[config.mk]
export PLATFORM = sky130hd
export DESIGN_NAME = sst_ctrl
export DESIGN_NICKNAME = d
export VERILOG_FILES = /design/src/rtl/sst_pkg.sv /design/src/rtl/sst_ctrl.sv
export SDC_FILE = /design/constraint.sdc
export NUM_CORES = 1
export LEC_CHECK = 0
export BUFFER_PORTS_ARGS = -buffer_cell sky130_fd_sc_hd__buf_4
export CORE_MARGIN = 2
export CORE_UTILIZATION = 35
export CTS_CLUSTER_DIAMETER = 80
export DETAILED_ROUTE_END_ITERATION = 6
export PLACE_DENSITY_LB_ADDON = 0.25
export SYNTH_ARGS = -nofsm -noshare
export SYNTH_HDL_FRONTEND = slang
export SYNTH_SLANG_ARGS = --single-unit
[constraint.sdc]
create_clock -name clk -period 1.95 [get_ports clk]
set_input_delay 0.195 -clock clk [delete_from_list [all_inputs] [get_ports clk]]
set_output_delay 0.195 -clock clk [all_outputs]
set_load 0.05 [all_outputs]
[src/rtl/sst_pkg.sv]
package sst_pkg;

    // request codes carried by req_type
    typedef enum logic [1:0] {
        REQ_ADD    = 2'd0,
        REQ_REMOVE = 2'd1,
        REQ_CLEAR  = 2'd2,
        REQ_READ   = 2'd3
    } req_t;

    // result status codes
    typedef enum logic [2:0] {
        ST_OK         = 3'd0,
        ST_FULL       = 3'd1,
        ST_TOO_LONG   = 3'd2,
        ST_DUP        = 3'd3,
        ST_NOT_FOUND  = 3'd4,
        ST_RANK_RANGE = 3'd5
    } status_t;

    // configuration register indexes
    localparam logic [1:0] CFG_ENTRIES   = 2'd0;
    localparam logic [1:0] CFG_ENTRY_LEN = 2'd1;
    localparam logic [1:0] CFG_ALLOW_DUP = 2'd2;

    // most characters returned by one read
    localparam int RESULT_CAP = 30;

    // commands from controller to datapath
    typedef struct packed {
        logic    accept_rank;
        logic    pend_push;
        logic    pend_clr;
        logic    full_clr_all;
        logic    idx_clr;
        logic    idx_inc;
        logic    seen_clr;
        logic    seen_inc;
        logic    tgt_cap;
        logic    k_clr;
        logic    k_inc;
        logic    n_cap;
        logic    use_tgt;
        logic    len_rd;
        logic    chr_rd;
        logic    chr_wr;
        logic    len_wr;
        logic    set_full;
        logic    unset_full;
        logic    rem_clr;
        logic    out_load;
        logic    out_slot_tgt;
        logic    out_char_mem;
        logic    out_last;
        status_t out_status;
    } cmd_t;

    // status from datapath to controller
    typedef struct packed {
        logic idx_full;
        logic idx_last;
        logic idx_in_lim;
        logic too_long;
        logic dup_ok;
        logic len_eq;
        logic pend_zero;
        logic chr_eq;
        logic k_last_cmp;
        logic k_done;
        logic seen_eq;
        logic rlen_zero;
        logic emit_last;
        logic out_free;
        logic any_removed;
    } stat_t;

endpackage

[src/rtl/sst_ctrl.sv]
module sst_ctrl (
    input  logic           clk,
    input  logic           rst_n,
    input  logic           in_valid,
    output logic           in_ready,
    input  logic [1:0]     req_type,
    input  logic           last_char,
    input  sst_pkg::stat_t st,
    output sst_pkg::cmd_t  cmd
);
    import sst_pkg::*;

    typedef enum logic [3:0] {
        S_IDLE,
        S_RESP,
        S_FSCAN,
        S_CLEN,
        S_CLCHK,
        S_CRD,
        S_CCHK,
        S_NXT,
        S_COPY,
        S_COMMIT,
        S_RSCAN,
        S_RLEN,
        S_RLCHK,
        S_RRD,
        S_RPUT
    } state_t;

    state_t  state_reg, state_next;
    logic    is_add_reg, is_add_next;
    logic    pclr_reg, pclr_next;
    logic    resp_tgt_reg, resp_tgt_next;
    status_t resp_status_reg, resp_status_next;

    always_ff @(posedge clk or negedge rst_n)
    begin
        if (!rst_n)
        begin
            state_reg       <= S_IDLE;
            is_add_reg      <= 1'b0;
            pclr_reg        <= 1'b0;
            resp_tgt_reg    <= 1'b0;
            resp_status_reg <= ST_OK;
        end
        else
        begin
            state_reg       <= state_next;
            is_add_reg      <= is_add_next;
            pclr_reg        <= pclr_next;
            resp_tgt_reg    <= resp_tgt_next;
            resp_status_reg <= resp_status_next;
        end
    end

    assign in_ready = (state_reg == S_IDLE);

    always_comb
    begin
        cmd              = '0;
        cmd.out_status   = ST_OK;
        state_next       = state_reg;
        is_add_next      = is_add_reg;
        pclr_next        = pclr_reg;
        resp_tgt_next    = resp_tgt_reg;
        resp_status_next = resp_status_reg;

        case (state_reg)
            S_IDLE:
            begin
                if (in_valid)
                begin
                    case (req_type)
                        REQ_CLEAR:
                        begin
                            cmd.full_clr_all = 1'b1;
                            resp_status_next = ST_OK;
                            resp_tgt_next    = 1'b0;
                            pclr_next        = 1'b0;
                            state_next       = S_RESP;
                        end
                        REQ_READ:
                        begin
                            cmd.accept_rank = 1'b1;
                            cmd.idx_clr     = 1'b1;
                            cmd.seen_clr    = 1'b1;
                            pclr_next       = 1'b0;
                            state_next      = S_RSCAN;
                        end
                        default:
                        begin
                            cmd.pend_push = 1'b1;
                            if (last_char)
                            begin
                                cmd.idx_clr = 1'b1;
                                pclr_next   = 1'b1;
                                is_add_next = (req_type == REQ_ADD);
                                if (req_type == REQ_ADD)
                                begin
                                    state_next = S_FSCAN;
                                end
                                else
                                begin
                                    cmd.rem_clr = 1'b1;
                                    state_next  = S_CLEN;
                                end
                            end
                        end
                    endcase
                end
            end

            S_RESP:
            begin
                if (st.out_free)
                begin
                    cmd.out_load     = 1'b1;
                    cmd.out_status   = resp_status_reg;
                    cmd.out_slot_tgt = resp_tgt_reg;
                    cmd.out_last     = 1'b1;
                    cmd.pend_clr     = pclr_reg;
                    state_next       = S_IDLE;
                end
            end

            // lowest free slot below the limit
            S_FSCAN:
            begin
                if (!st.idx_in_lim)
                begin
                    resp_status_next = ST_FULL;
                    resp_tgt_next    = 1'b0;
                    state_next       = S_RESP;
                end
                else if (!st.idx_full)
                begin
                    cmd.tgt_cap = 1'b1;
                    if (st.too_long)
                    begin
                        resp_status_next = ST_TOO_LONG;
                        resp_tgt_next    = 1'b0;
                        state_next       = S_RESP;
                    end
                    else if (st.dup_ok)
                    begin
                        cmd.k_clr  = 1'b1;
                        state_next = S_COPY;
                    end
                    else
                    begin
                        cmd.idx_clr = 1'b1;
                        state_next  = S_CLEN;
                    end
                end
                else if (st.idx_last)
                begin
                    resp_status_next = ST_FULL;
                    resp_tgt_next    = 1'b0;
                    state_next       = S_RESP;
                end
                else
                begin
                    cmd.idx_inc = 1'b1;
                end
            end

            S_CLEN:
            begin
                cmd.len_rd = 1'b1;
                state_next = S_CLCHK;
            end

            S_CLCHK:
            begin
                if (st.idx_full && st.len_eq)
                begin
                    if (st.pend_zero)
                    begin
                        if (is_add_reg)
                        begin
                            resp_status_next = ST_DUP;
                            resp_tgt_next    = 1'b0;
                            state_next       = S_RESP;
                        end
                        else
                        begin
                            cmd.unset_full = 1'b1;
                            state_next     = S_NXT;
                        end
                    end
                    else
                    begin
                        cmd.k_clr  = 1'b1;
                        state_next = S_CRD;
                    end
                end
                else
                begin
                    state_next = S_NXT;
                end
            end

            S_CRD:
            begin
                cmd.chr_rd = 1'b1;
                state_next = S_CCHK;
            end

            S_CCHK:
            begin
                if (!st.chr_eq)
                begin
                    state_next = S_NXT;
                end
                else if (st.k_last_cmp)
                begin
                    if (is_add_reg)
                    begin
                        resp_status_next = ST_DUP;
                        resp_tgt_next    = 1'b0;
                        state_next       = S_RESP;
                    end
                    else
                    begin
                        cmd.unset_full = 1'b1;
                        state_next     = S_NXT;
                    end
                end
                else
                begin
                    cmd.k_inc  = 1'b1;
                    state_next = S_CRD;
                end
            end

            S_NXT:
            begin
                if (st.idx_last)
                begin
                    if (is_add_reg)
                    begin
                        cmd.k_clr  = 1'b1;
                        state_next = S_COPY;
                    end
                    else
                    begin
                        resp_status_next = st.any_removed ? ST_OK : ST_NOT_FOUND;
                        resp_tgt_next    = 1'b0;
                        state_next       = S_RESP;
                    end
                end
                else
                begin
                    cmd.idx_inc = 1'b1;
                    state_next  = S_CLEN;
                end
            end

            S_COPY:
            begin
                cmd.use_tgt = 1'b1;
                if (st.k_done)
                begin
                    state_next = S_COMMIT;
                end
                else
                begin
                    cmd.chr_wr = 1'b1;
                    cmd.k_inc  = 1'b1;
                end
            end

            S_COMMIT:
            begin
                cmd.use_tgt      = 1'b1;
                cmd.len_wr       = 1'b1;
                cmd.set_full     = 1'b1;
                resp_status_next = ST_OK;
                resp_tgt_next    = 1'b1;
                state_next       = S_RESP;
            end

            // rank-th full slot
            S_RSCAN:
            begin
                if (st.idx_full && st.seen_eq)
                begin
                    cmd.tgt_cap = 1'b1;
                    state_next  = S_RLEN;
                end
                else
                begin
                    cmd.seen_inc = st.idx_full;
                    if (st.idx_last)
                    begin
                        resp_status_next = ST_RANK_RANGE;
                        resp_tgt_next    = 1'b0;
                        state_next       = S_RESP;
                    end
                    else
                    begin
                        cmd.idx_inc = 1'b1;
                    end
                end
            end

            S_RLEN:
            begin
                cmd.use_tgt = 1'b1;
                cmd.len_rd  = 1'b1;
                state_next  = S_RLCHK;
            end

            S_RLCHK:
            begin
                cmd.n_cap = 1'b1;
                cmd.k_clr = 1'b1;
                if (st.rlen_zero)
                begin
                    resp_status_next = ST_OK;
                    resp_tgt_next    = 1'b1;
                    state_next       = S_RESP;
                end
                else
                begin
                    state_next = S_RRD;
                end
            end

            S_RRD:
            begin
                cmd.use_tgt = 1'b1;
                cmd.chr_rd  = 1'b1;
                state_next  = S_RPUT;
            end

            S_RPUT:
            begin
                if (st.out_free)
                begin
                    cmd.out_load     = 1'b1;
                    cmd.out_char_mem = 1'b1;
                    cmd.out_slot_tgt = 1'b1;
                    cmd.out_last     = st.emit_last;
                    cmd.out_status   = ST_OK;
                    cmd.k_inc        = 1'b1;
                    state_next       = st.emit_last ? S_IDLE : S_RRD;
                end
            end

            default:
            begin
                state_next = S_IDLE;
            end
        endcase
    end

endmodule

# Yosys cells after proc, flatten, opt, wreduce, memory -nomap -nowiden

Index checks and enable logic that the tools add are counted.

Register bits after elaboration: 10
Output and inout bits: 28
Word-level logic and storage cells: 176

Equality and inequality tests: 33
Mux-type cells: 122
Bitwise gates (word level): 1
Reductions and logical operators: 15

Operators with widths:

| kind               | number |
|---|---|
| $mux 4             | 17 |
| $mux 3             | 21 |
| $mux 1             | 62 |
| $pmux 4 s15        | 1 |
| $eq 4x4->1 const B | 7 |
| $ne 2x2->1 const B | 13 |
| $pmux 3 s8         | 1 |
| $eq 4x3->1 const B | 4 |
| $mux 2             | 8 |
| $pmux 4 s2         | 2 |
| $reduce_and 14->1  | 1 |
| $reduce_and 12->1  | 1 |
| $eq 4x2->1 const B | 2 |
| $ne 4x4->1 const B | 2 |
| $pmux 1 s2         | 4 |
| $pmux 1 s8         | 1 |
| $reduce_bool 8->1  | 1 |
| $mux 7             | 1 |
| $pmux 1 s3         | 2 |
| $reduce_or 2->1    | 3 |
| $reduce_and 5->1   | 1 |
| $eq 2x2->1 const B | 2 |
| $eq 4x1->1 const B | 1 |
| $logic_not 4->1    | 1 |
| other kinds (11)   | 12 |

# Depth between registers and ports, before layout

Gate-level depths: netlist of the first run.

Depth in word-level cells: 6
Gate-level depth with buffers: 8
Depth with buffers taken out: 7

# Worst setup path before layout of the first run

OpenSTA, ideal clock, no wires.

Kind: register to output
Start point: register state_reg[3]
End point: output cmd[7] in the netlist's numbering
Arrival time: 3012 ps
Required time: 1755 ps
Slack: -1257 ps
Stages on the path, launching flop included: 7
Buffers on the path: 1
Cells stage by stage: dfrtp_1 -> buf_4 -> nor4_4 -> nand2_1 -> nor3_2 -> nand2_1 -> nor2_1

RTL lines:

| what                   | line           | source |
|---|---|---|
| from (decl)            | sst_ctrl.sv:31 | `state_t state_reg, state_next;` |
| from (signal assigned) | sst_ctrl.sv:49 | `state_reg <= state_next;` |
| to (decl)              | sst_ctrl.sv:9  | `output sst_pkg::cmd_t cmd` |

==> summary.md, run 1 <==
| Metric | Value |
|---|---|
| Power Total | roughly 2.8 mW |
| First-pass GRT wire length | 8760 µm |
| Top FF cell, synth | dfrtp_1 |
| Hold violation count in the final report | 0 |
| Area of the multi-input gates | 0.00127 mm² |
| DRT iter0 DRCs | 74 |
| Synth warnings | 0 |
| Slowest stage delay, CP | between 0.4 and 0.5 ns |
| Sequential fraction of the synthesis area | 16.8% |
| Crit Path Category | flop to output port |
| Cell Pwr Density | ~1000 mW/mm² |
| Static Leak | around 1.2 nW |
| Post-synth net total | between 200 and 250 |
| Most common cell after layout, fill and taps aside | buf_4 |
| Fmax | 0.490 GHz |
| Highest-delay cell along the critical path | dfrtp_2 |
| Skew-Pair Late Insertion Delay | approximately 0.23 ns |
| Fin crit period | 2.04 ns |
| Final Setup Violations | 14 |
| Max_cap viols | 0 |
| Seq cells post-synth | 10 |
| DRC | 0 |
| GRT Util Overall | 22.3% |
| Number of flip-flops in the largest register | 4 |
| Status | finished with violations |
| Antenna violations before repair | 0 |
| Commonest cells after routing, fill and taps aside | 82 x buf_4, 24 x buf_6, 12 x nor2_1, 11 x a21oi_1, 10 x nand2_1 |
| I/O pins | ~50 |
| WL/cell | between 15 and 20 µm |
| # clock sinks | 10 |
| IR drop worst, VDD | ~680 µV |
| Crit-path cells | buf_6 -> nor4b_4 -> nand2_2 -> nor2_4 -> a221o_1 -> buf_6 |
| Final Cell Area | 0.00265 mm² |
| Required time of the critical path | 1.75 ns |
| Final antenna-violating net count | 0 |
| H-tree levels | 1 |
| Via count | 1848 |
| Final WL | 5650 µm |
| Syn Area/Cell | 7.88 µm² |
| Rel. slew slack | around three quarters |
| Placement row count | 23 |
| Vias in the first global route | 1843 |
| Die Area | 0.00479 mm² |
| Mapped cell area | 0.00149 mm² |
| Startpoint types | flop |
| Drt pass-1 iters | 4 |
| Filler cells | 339 |
| ANT cells | 0 |
| Skew final | 0.000486 ns |
| Longest Clk Path Bufs | 2 |
| Sequential Area | 255 µm² |
| CTS root buf | clkbuf_8 |
| TritonCTS Buffers | 3 |
| Placed insts | 311 |
| Worst Setup End Kind | output port |
| Area grow syn2layout | 77.9% |
| Asr flop ratio synth | 100% |
| Fin nets | 315 |
| Post-DP HPWL | 3980 µm |
| Largest net degree at the start of global routing | 12 |
| CTS tree | yes |
| Hold Crit Class | primary input to async pin |
| Core area | 0.00406 mm² |
| Max-slew violation count | 0 |
| Yosys cell types | 54 |
| Synthesized instance count | 189 |
| Placement Cell Area | around 0.0022 mm² |
| Worst slew pin tran | 0.398 ns |
| Share of layout cells above drive strength 1 | roughly 57% |
| EDFF count, synth | 0 |
| Total grt overflow | 0 |
| Worst-path fanout max | 5 |
| Starting density of the core | 36.7% |
| Most common cell type on the critical path | buf_6 |
| Vias/cell | 5.47 |
| CP arrival | between 1.5 and 2 ns |
| RePlAce Congestion | between 0.8 and 0.9 |
| I/O Buffers | 48 |
| Unrepaired setup endpoints after global routing | true |
| Worst-path clk slew | 0.05 ns |
| Die Y | between 60 and 70 µm |
| Failing checks | negative setup slack |
| PnR worst setup slack | -0.0910 ns |
| DIE WIDTH | 69.2 µm |
| Fin cells | 338 |
| Final Cycle Share | 105% |
power by group:
part | switching (mW) | total, mW | internal [mW]
sequential | 0.0879 | 0.366 | 0.278
combinational | 1.10 | 2.14 | 1.04
clock | 0.0850 | 0.263 | 0.178
total | 1.27 | 2.77 | 1.50
stage by stage:
stage | worst slack, ns | TNS [ns] | hold WS, ns | util (%)
after global placement | -0.129 | -0.643 | 0.0327 | 53.5
after global routing | -0.131 | -1.59 | 0.350 | 65.3
final | -0.0910 | -0.607 | 0.330 | 65.3
after floorplan | -0.693 | -2.76 | -0.101 | -
after CTS | -0.0583 | -0.338 | 0.331 | 60.3
after detailed placement | -0.161 | -0.767 | 0.0383 | 53.5
path summary, 6_finish.rpt:
path | start | endpoint | slack, ns | depth (start not counted)
min in group clk | in_valid | pclr_reg | 0.35 | 4
setup reg to reg | state_reg[0] | resp_status_reg[2] | -0.09 | 7
setup / recovery | state_reg[0] | cmd[17] | -0.09 | 6
hold reg to reg | resp_status_reg[1] | resp_status_reg[1] | 0.50 | 1
hold / removal | rst_n | state_reg[0] | 0.33 | 2
max in group asynchronous | rst_n | state_reg[3] | 1.46 | 2
logic make-up after synthesis:
logic type      Yosys count  synth area share, %
compound gates           54                 26.1
xor+xnor                  1                0.588
fa+ha+maj                 5                 4.20
buf+inv                  26                 10.5
flops                    10                 16.8
mux                       7                 5.04
simple gates             86                 36.8
cells in the mapped netlist (5+ instances only):
cell type	number	share of area [%]
nor2_1	18	4.5
nand2_1	13	3.3
a21oi_1	12	4.0
dfrtp_1	10	17
inv_1	9	2.3
o21ai_0	8	2.7
nand2b_1	7	2.9
nor3b_1	7	3.5
and3_1	6	2.5
and2_1	5	2.1
buf_2	5	1.7
buf_6	5	3.8
ha_1	5	4.2
nor3_1	5	1.7
final cells by class:
type / count / area share [%]
Multi-Input combinational cell: 153 / 47.8
Timing Repair Buffer: 112 / 36.8
Inverter: 9 / 1.28
Sequential cell: 10 / 9.64
Clock buffer: 4 / 2.08
Tap cell: 50 / 2.36
worst max-delay path: cells and delay by family, from the launching register on:
family / cells / cell delay, ns
AO/OA/AOI/OAI: 1 / 0.16
flip-flops: 1 / 0.47
AND/OR/NAND/NOR: 3 / 0.68
buffers and inverters: 2 / 0.31
routing by layer:
layer | up-vias | global-route usage [%] | part of all wire, %
met2 | 70 | 38.8 | 52
met5 | - | 0 | 0
met1 | 874 | 26.3 | 40
li1 | 888 | - | -
met4 | 0 | 9.37 | 2.4
met3 | 16 | 4.94 | 5.7
what timing repair did:
item / 4_1_cts / 5_1_grt
gates resized for setup: 24 / 36
endpoints found under the setup margin: 26 / 28
endpoints found under the hold margin: 10 / 0
pin swaps: 8 / 18
buffers inserted: 15 / 9
hold buffers: 1 / 0
No activity file was read; power rests on OpenSTA's default activity.
==> run 2, diff against run 1 <==
Settings changed: PLACE_DENSITY set to 0.58, PLACE_DENSITY_LB_ADDON 0.25 to not set.
==> run 2 against run 1 <==
  * The flow still finishes with violations (negative setup slack)
  * Highest routed layer unchanged
  * Flip-flop and latch count unchanged
  * Die area unchanged
  * Critical path type unchanged
  * Via count decreased by 1.9%
==> summary.md, run 2 (synthesis results as in run 1) <==
| Metric | Value |
|---|---|
| Crit-path cells | buf_6 -> or4bb_4 -> buf_6 -> nor3b_4 -> buf_6 |
| Hold Crit Class | primary input to async pin |
| Drt pass-1 iters | 4 |
| Fin nets | roughly 310 |
| Fmax | between 0.4 and 0.5 GHz |
| Static Leak | roughly 1.2 nW |
| # clock sinks | 10 |
| Die Y | 69.2 µm |
| Largest net degree at the start of global routing | 24 |
| Most common cell type on the critical path | buf_6 |
| Most common cell after layout, fill and taps aside | buf_4 |
| Filler cells | 327 |
| CP arrival | 1.84 ns |
| CTS tree | yes |
| H-tree levels | 1 |
| I/O pins | 49 |
| Final Cycle Share | 104% |
| Core area | 0.00406 mm² |
| Final Cell Area | 0.00267 mm² |
| Starting density of the core | a little under two fifths |
| PnR worst setup slack | -0.0859 ns |
| DRC | 0 |
| I/O Buffers | 48 |
| Highest-delay cell along the critical path | or4bb_4 |
| Crit Path Category | flop to output port |
| Antenna violations before repair | 0 |
| Rel. slew slack | between 70% and 80% |
| Power Total | 2.79 mW |
| First-pass GRT wire length | about 8400 µm |
| Unrepaired setup endpoints after global routing | true |
| Fin cells | about 340 |
| Placed insts | 311 |
| IR drop worst, VDD | 791 µV |
| WL/cell | about 16 µm |
| Max_cap viols | 0 |
| Max-slew violation count | 0 |
| Worst slew pin tran | 0.400 ns |
| Final Setup Violations | 6 |
| Skew-Pair Late Insertion Delay | 0.24 ns |
| Commonest cells after routing, fill and taps aside | 80 x buf_4, 24 x buf_6, 13 x nor2_1, 10 x nand2_1, 10 x a21oi_1 |
| Final WL | 5350 µm |
| Final core occ | 65.8% |
| Slowest stage delay, CP | about 0.57 ns |
| Number of flip-flops in the largest register | 4 |
| Hold violation count in the final report | 0 |
| Worst-path clk slew | 0.05 ns |
| Area grow syn2layout | 79.3% |
| Worst-path fanout max | 4 |
| ANT cells | 0 |
| Required time of the critical path | between 1.5 and 2 ns |
| Setup TNS | -0.396 ns |
| TritonCTS Buffers | 3 |
| Startpoint types | flop |
| Failing checks | negative setup slack |
| Status | finished with violations |
| Skew final | 0.00295 ns |
| DIE WIDTH | 69.2 µm |
| Post-DP HPWL | 3830 µm |
| Vias/cell | 5.38 |
| Via count | 1813 |
| Total grt overflow | 0 |
| Placement row count | 23 |
| CTS root buf | clkbuf_8 |
| Final antenna-violating net count | 0 |
| Die Area | 0.00479 mm² |
| RePlAce Congestion | 0.805 |
| Longest Clk Path Bufs | 2 |
| Share of layout cells above drive strength 1 | 57.8% |
| Fin crit period | a little over 2 ns |
| Worst Setup End Kind | output port |
| Placement Cell Area | 0.00218 mm² |
| Cell Pwr Density | 1040 mW/mm² |
| DRT iter0 DRCs | roughly 110 |
| Vias in the first global route | roughly 1700 |
| GRT Util Overall | 21.1% |
run 2: final timing paths:
kind / cells after the start / slack (ns) / end / startpoint
setup / recovery: 5 / -0.09 / cmd[19] / state_reg[3]
hold / removal: 2 / 0.33 / state_reg[0] / rst_n
setup reg to reg: 7 / -0.08 / resp_status_reg[1] / state_reg[3]
hold reg to reg: 1 / 0.52 / resp_status_reg[2] / resp_status_reg[2]
max in group asynchronous: 2 / 1.46 / state_reg[2] / rst_n
min in group clk: 3 / 0.33 / state_reg[3] / st[10]
run 2: routing by layer:
layer | vias up | global-route usage, % | part of all wire [%]
li1 | 888 | - | -
met1 | 845 | 27.6 | 42
met2 | 66 | 35.3 | 49
met3 | 14 | 4.22 | 6.4
met4 | 0 | 5.66 | 2.1
met5 | - | 0 | 0
run 2: layout make-up:
type,count,area [µm²],share of cell area (%)
clock buffers,4,55.1,2.06
inverters,9,33.8,1.27
multi-input cells,153,1290,48.3
flip-flops and latches,10,254,9.51
well taps,50,62.6,2.34
repair buffers,111,976,36.6
run 2: stage by stage:
step / hold slack, ns / setup WS (ns)
6_report: 0.328 / -0.0859
5_1_grt: 0.355 / -0.144
4_1_cts: 0.325 / -0.0442
3_5_place_dp: 0.0335 / -0.0216
3_3_place_gp: 0.0350 / 0.00765
2_1_floorplan: -0.101 / -0.693
run 2: timing repair:
action | in CTS | in global routing
pin swaps | 9 | 12
setup endpoints to repair | 22 | 24
hold buffers | 1 | 0
hold endpoints to repair | 10 | 0
gates resized for setup | 36 | 32
setup buffers | 10 | 13
run 2: where the power goes:
part	switching, mW	internal, mW	total [mW]	leakage (nW)
Combinational	1.11	1.06	2.18	1.08
Clock	0.0829	0.178	0.260	0.0288
Sequential	0.0763	0.276	0.353	0.129
run 2: worst max-delay path, delay by kind of cell (launching register included):
| family | cells | cell delay (ns) |
|---|---|---|
| buf+inv | 3 | 0.46 |
| simple gates | 2 | 0.75 |
| flops | 1 | 0.40 |
==> run 3, diff against run 2 <==
Settings changed: CORE_ASPECT_RATIO set to 1.4, RECOVER_POWER set to 25.
==> run 3 against run 2 <==
  * The run still ends with negative setup slack left
  * Core utilization fell by 4.3 points
  * Combinational power fell by 6%
  * Maximum frequency fell by 0.55%
  * Clock power rose by 3%
  * Power fell by 3.8%
  * Hold slack got worse by 0.087 ns
  * Clock-buffer cell count did not move
  * Critical endpoint is now cmd[8]
  * Highest routed layer unchanged
==> summary.md, run 3 (synthesis results as in run 1) <==
| Metric | Value |
|---|---|
| Status | finished with violations |
| Failing checks | negative setup slack |
| Rel. slew slack | 61.9% |
| Slowest stage delay, CP | ~0.46 ns |
| Max-slew violation count | 0 |
| Vias/cell | 5.39 |
| Antenna violations before repair | 0 |
| Hold endpoint | pclr_reg |
| Placed insts | between 300 and 400 |
| Hold Crit Class | primary input to flop |
| Max_cap viols | 0 |
| Vias in the first global route | between 1500 and 2000 |
| R2R cell count | 7 |
| Longest Clk Path Bufs | 2 |
| Sequential power share | 13.7% |
| DRT iter0 DRCs | 81 |
| ANT cells | 0 |
| Fin crit period | 2.05 ns |
| Worst slew pin tran | 0.572 ns |
| Worst-path fanout max | 7 |
| CP arrival | 1.85 ns |
| Internal reg-to-reg setup slack | -0.08 ns |
| Commonest cells after routing, fill and taps aside | 81 x buf_4, 20 x buf_6, 11 x nor2_1, 10 x a21oi_1 |
| IR drop worst, VDD | 637 µV |
| Final WL | between 5000 and 6000 µm |
| Die Area | 0.00480 mm² |
| Area grow syn2layout | 72.3% |
| Drt pass-1 iters | 4 |
| Crit Path Category | flop to output port |
| Total grt overflow | 0 |
| Startpoint types | flop |
| Worst Setup End Kind | output port |
| Highest-delay cell along the critical path | dfrtp_2 |
| TritonCTS Buffers | 3 |
| Setup TNS | -0.549 ns |
| Placement row count | 28 |
| Worst R2R End | resp_status_reg[0] |
| H-tree levels | 1 |
| Switching pwr | 1.22 mW |
| WL/cell | between 15 and 20 µm |
| Final antenna-violating net count | 0 |
| Final Cycle Share | 105% |
| Switching part of the total power | 45.5% |
| Worst-path clk slew | 0.05 ns |
| Via count | 1768 |
| Worst Min Path Start | last_char |
| Static Leak | roughly 1.2 nW |
| PnR worst setup slack | -0.0972 ns |
| Power Internal | 1.46 mW |
| CTS tree | yes |
| Required time of the critical path | 1.75 ns |
| Clock power share | around a tenth |
| Cell Pwr Density | approximately 1000 mW/mm² |
| Crit-path cells | buf_4 -> buf_6 -> or3b_4 -> buf_4 -> a211oi_4 -> buf_6 |
| Combinational cell fraction of total power | 76.4% |
| First-pass GRT wire length | 8510 µm |
| R2r startpoint | state_reg[3] |
| Skew final | 0.00453 ns |
| Final Setup Violations | 9 |
| CTS root buf | clkbuf_8 |
| Worst hold slack | 0.241 ns |
| # clock sinks | 10 |
| I/O pins | 49 |
| Unrepaired setup endpoints after global routing | true |
| Power Total | roughly 2.7 mW |
| Share of layout cells above drive strength 1 | between 50 and 60% |
| Hold path depth | 3 |
| Fmax | 0.488 GHz |
| Post-DP HPWL | 4050 µm |
| Skew-Pair Late Insertion Delay | 0.24 ns |
| Fin cells | 328 |
| Die Y | 81.2 µm |
| Core area | 0.00417 mm² |
| GRT Util Overall | 23.2% |
| Crit-path leading delay family | buffers and inverters |
| Fin nets | 310 |
| I/O Buffers | 48 |
| Hold violation count in the final report | 0 |
| DIE WIDTH | approximately 59 µm |
| CP Buf/Inv Count | 4 |
| DRC | 0 |
| RePlAce Congestion | 0.876 |
| Largest net degree at the start of global routing | 17 |
| Starting density of the core | 35.7% |
| Most common cell after layout, fill and taps aside | buf_4 |
| Number of flip-flops in the largest register | 4 |
## run 3: cell types whose count changed in the layout (fill, tap and decap cells not counted), moves of 2 or more
cell    before  now
and3_1       2    4
buf_6       24   20
nor2_4       1    3
nor2_1      13   11
## run 3: power groups by stage
stage | sequential, mW | combinational, mW | clock [mW]
final | 0.366 | 2.05 | 0.268
after global routing | 0.376 | 2.20 | 0.284
after CTS | 0.361 | 1.95 | 0.270
after detailed placement | 0.362 | 1.79 | 0
after global placement | 0.359 | 1.78 | 0
after floorplan | 0.313 | 1.21 | 0
## run 3: worst max-delay path by stage
stage,depth (start not counted),slack [ns],start,end
2_1_floorplan,6,-0.69,state_reg[2],cmd[7]
3_3_place_gp,7,-0.02,state_reg[1],resp_status_reg[0]
3_5_place_dp,7,-0.08,state_reg[1],resp_status_reg[0]
4_1_cts,7,-0.06,state_reg[3],resp_status_reg[0]
5_1_grt,7,-0.18,state_reg[3],resp_status_reg[0]
6_report,6,-0.1,state_reg[0],cmd[8]
## run 3: final cells by class
class / count / area [µm²]
sequential: 10 / 255
inverter: 9 / 33.8
tap: 45 / 56.3
timing repair buffer: 107 / 907
fill: 390 / 1600
clock buffer: 4 / 55.1
multi-input combinational: 153 / 1260
## run 3: worst reg2reg max path, cell delays in order, from the launching register on
cell and delay, ns:
dfrtp_2 0.47, buf_6 0.15, buf_4 0.14, nor4b_1 0.15
o21ai_2 0.13, o221ai_2 0.13, nor4_4 0.36, mux2_2 0.39
## run 3: repair_timing
action,CTS,global route
buffers inserted,10,3
pin swaps,10,4
hold endpoints to repair,10,0
endpoints found under the setup margin,21,22
hold buffers,1,0
resized for setup,36,22
## run 3: metrics by stage
| stage | area, µm² | setup WS, ns | util [%] |
|---|---|---|---|
| final | 2560 | -0.0972 | 61.5 |
| after global routing | 2560 | -0.185 | 61.5 |
| after CTS | 2470 | -0.0626 | 59.2 |
| after detailed placement | 2220 | -0.0771 | 53.2 |
| after global placement | 2220 | -0.0211 | 53.2 |
| after floorplan | 1580 | -0.693 | - |
## run 3: routing by layer
layer | track usage, % | up-vias | part of all wire, % | routed length (µm)
met5 | 0 | - | 0 | 0
met4 | 5.91 | 0 | 1.4 | 75
met3 | 2.71 | 9 | 4.0 | 209
met2 | 41.2 | 59 | 52 | 2740
met1 | 29.2 | 825 | 42 | 2210
li1 | - | 875 | - | -
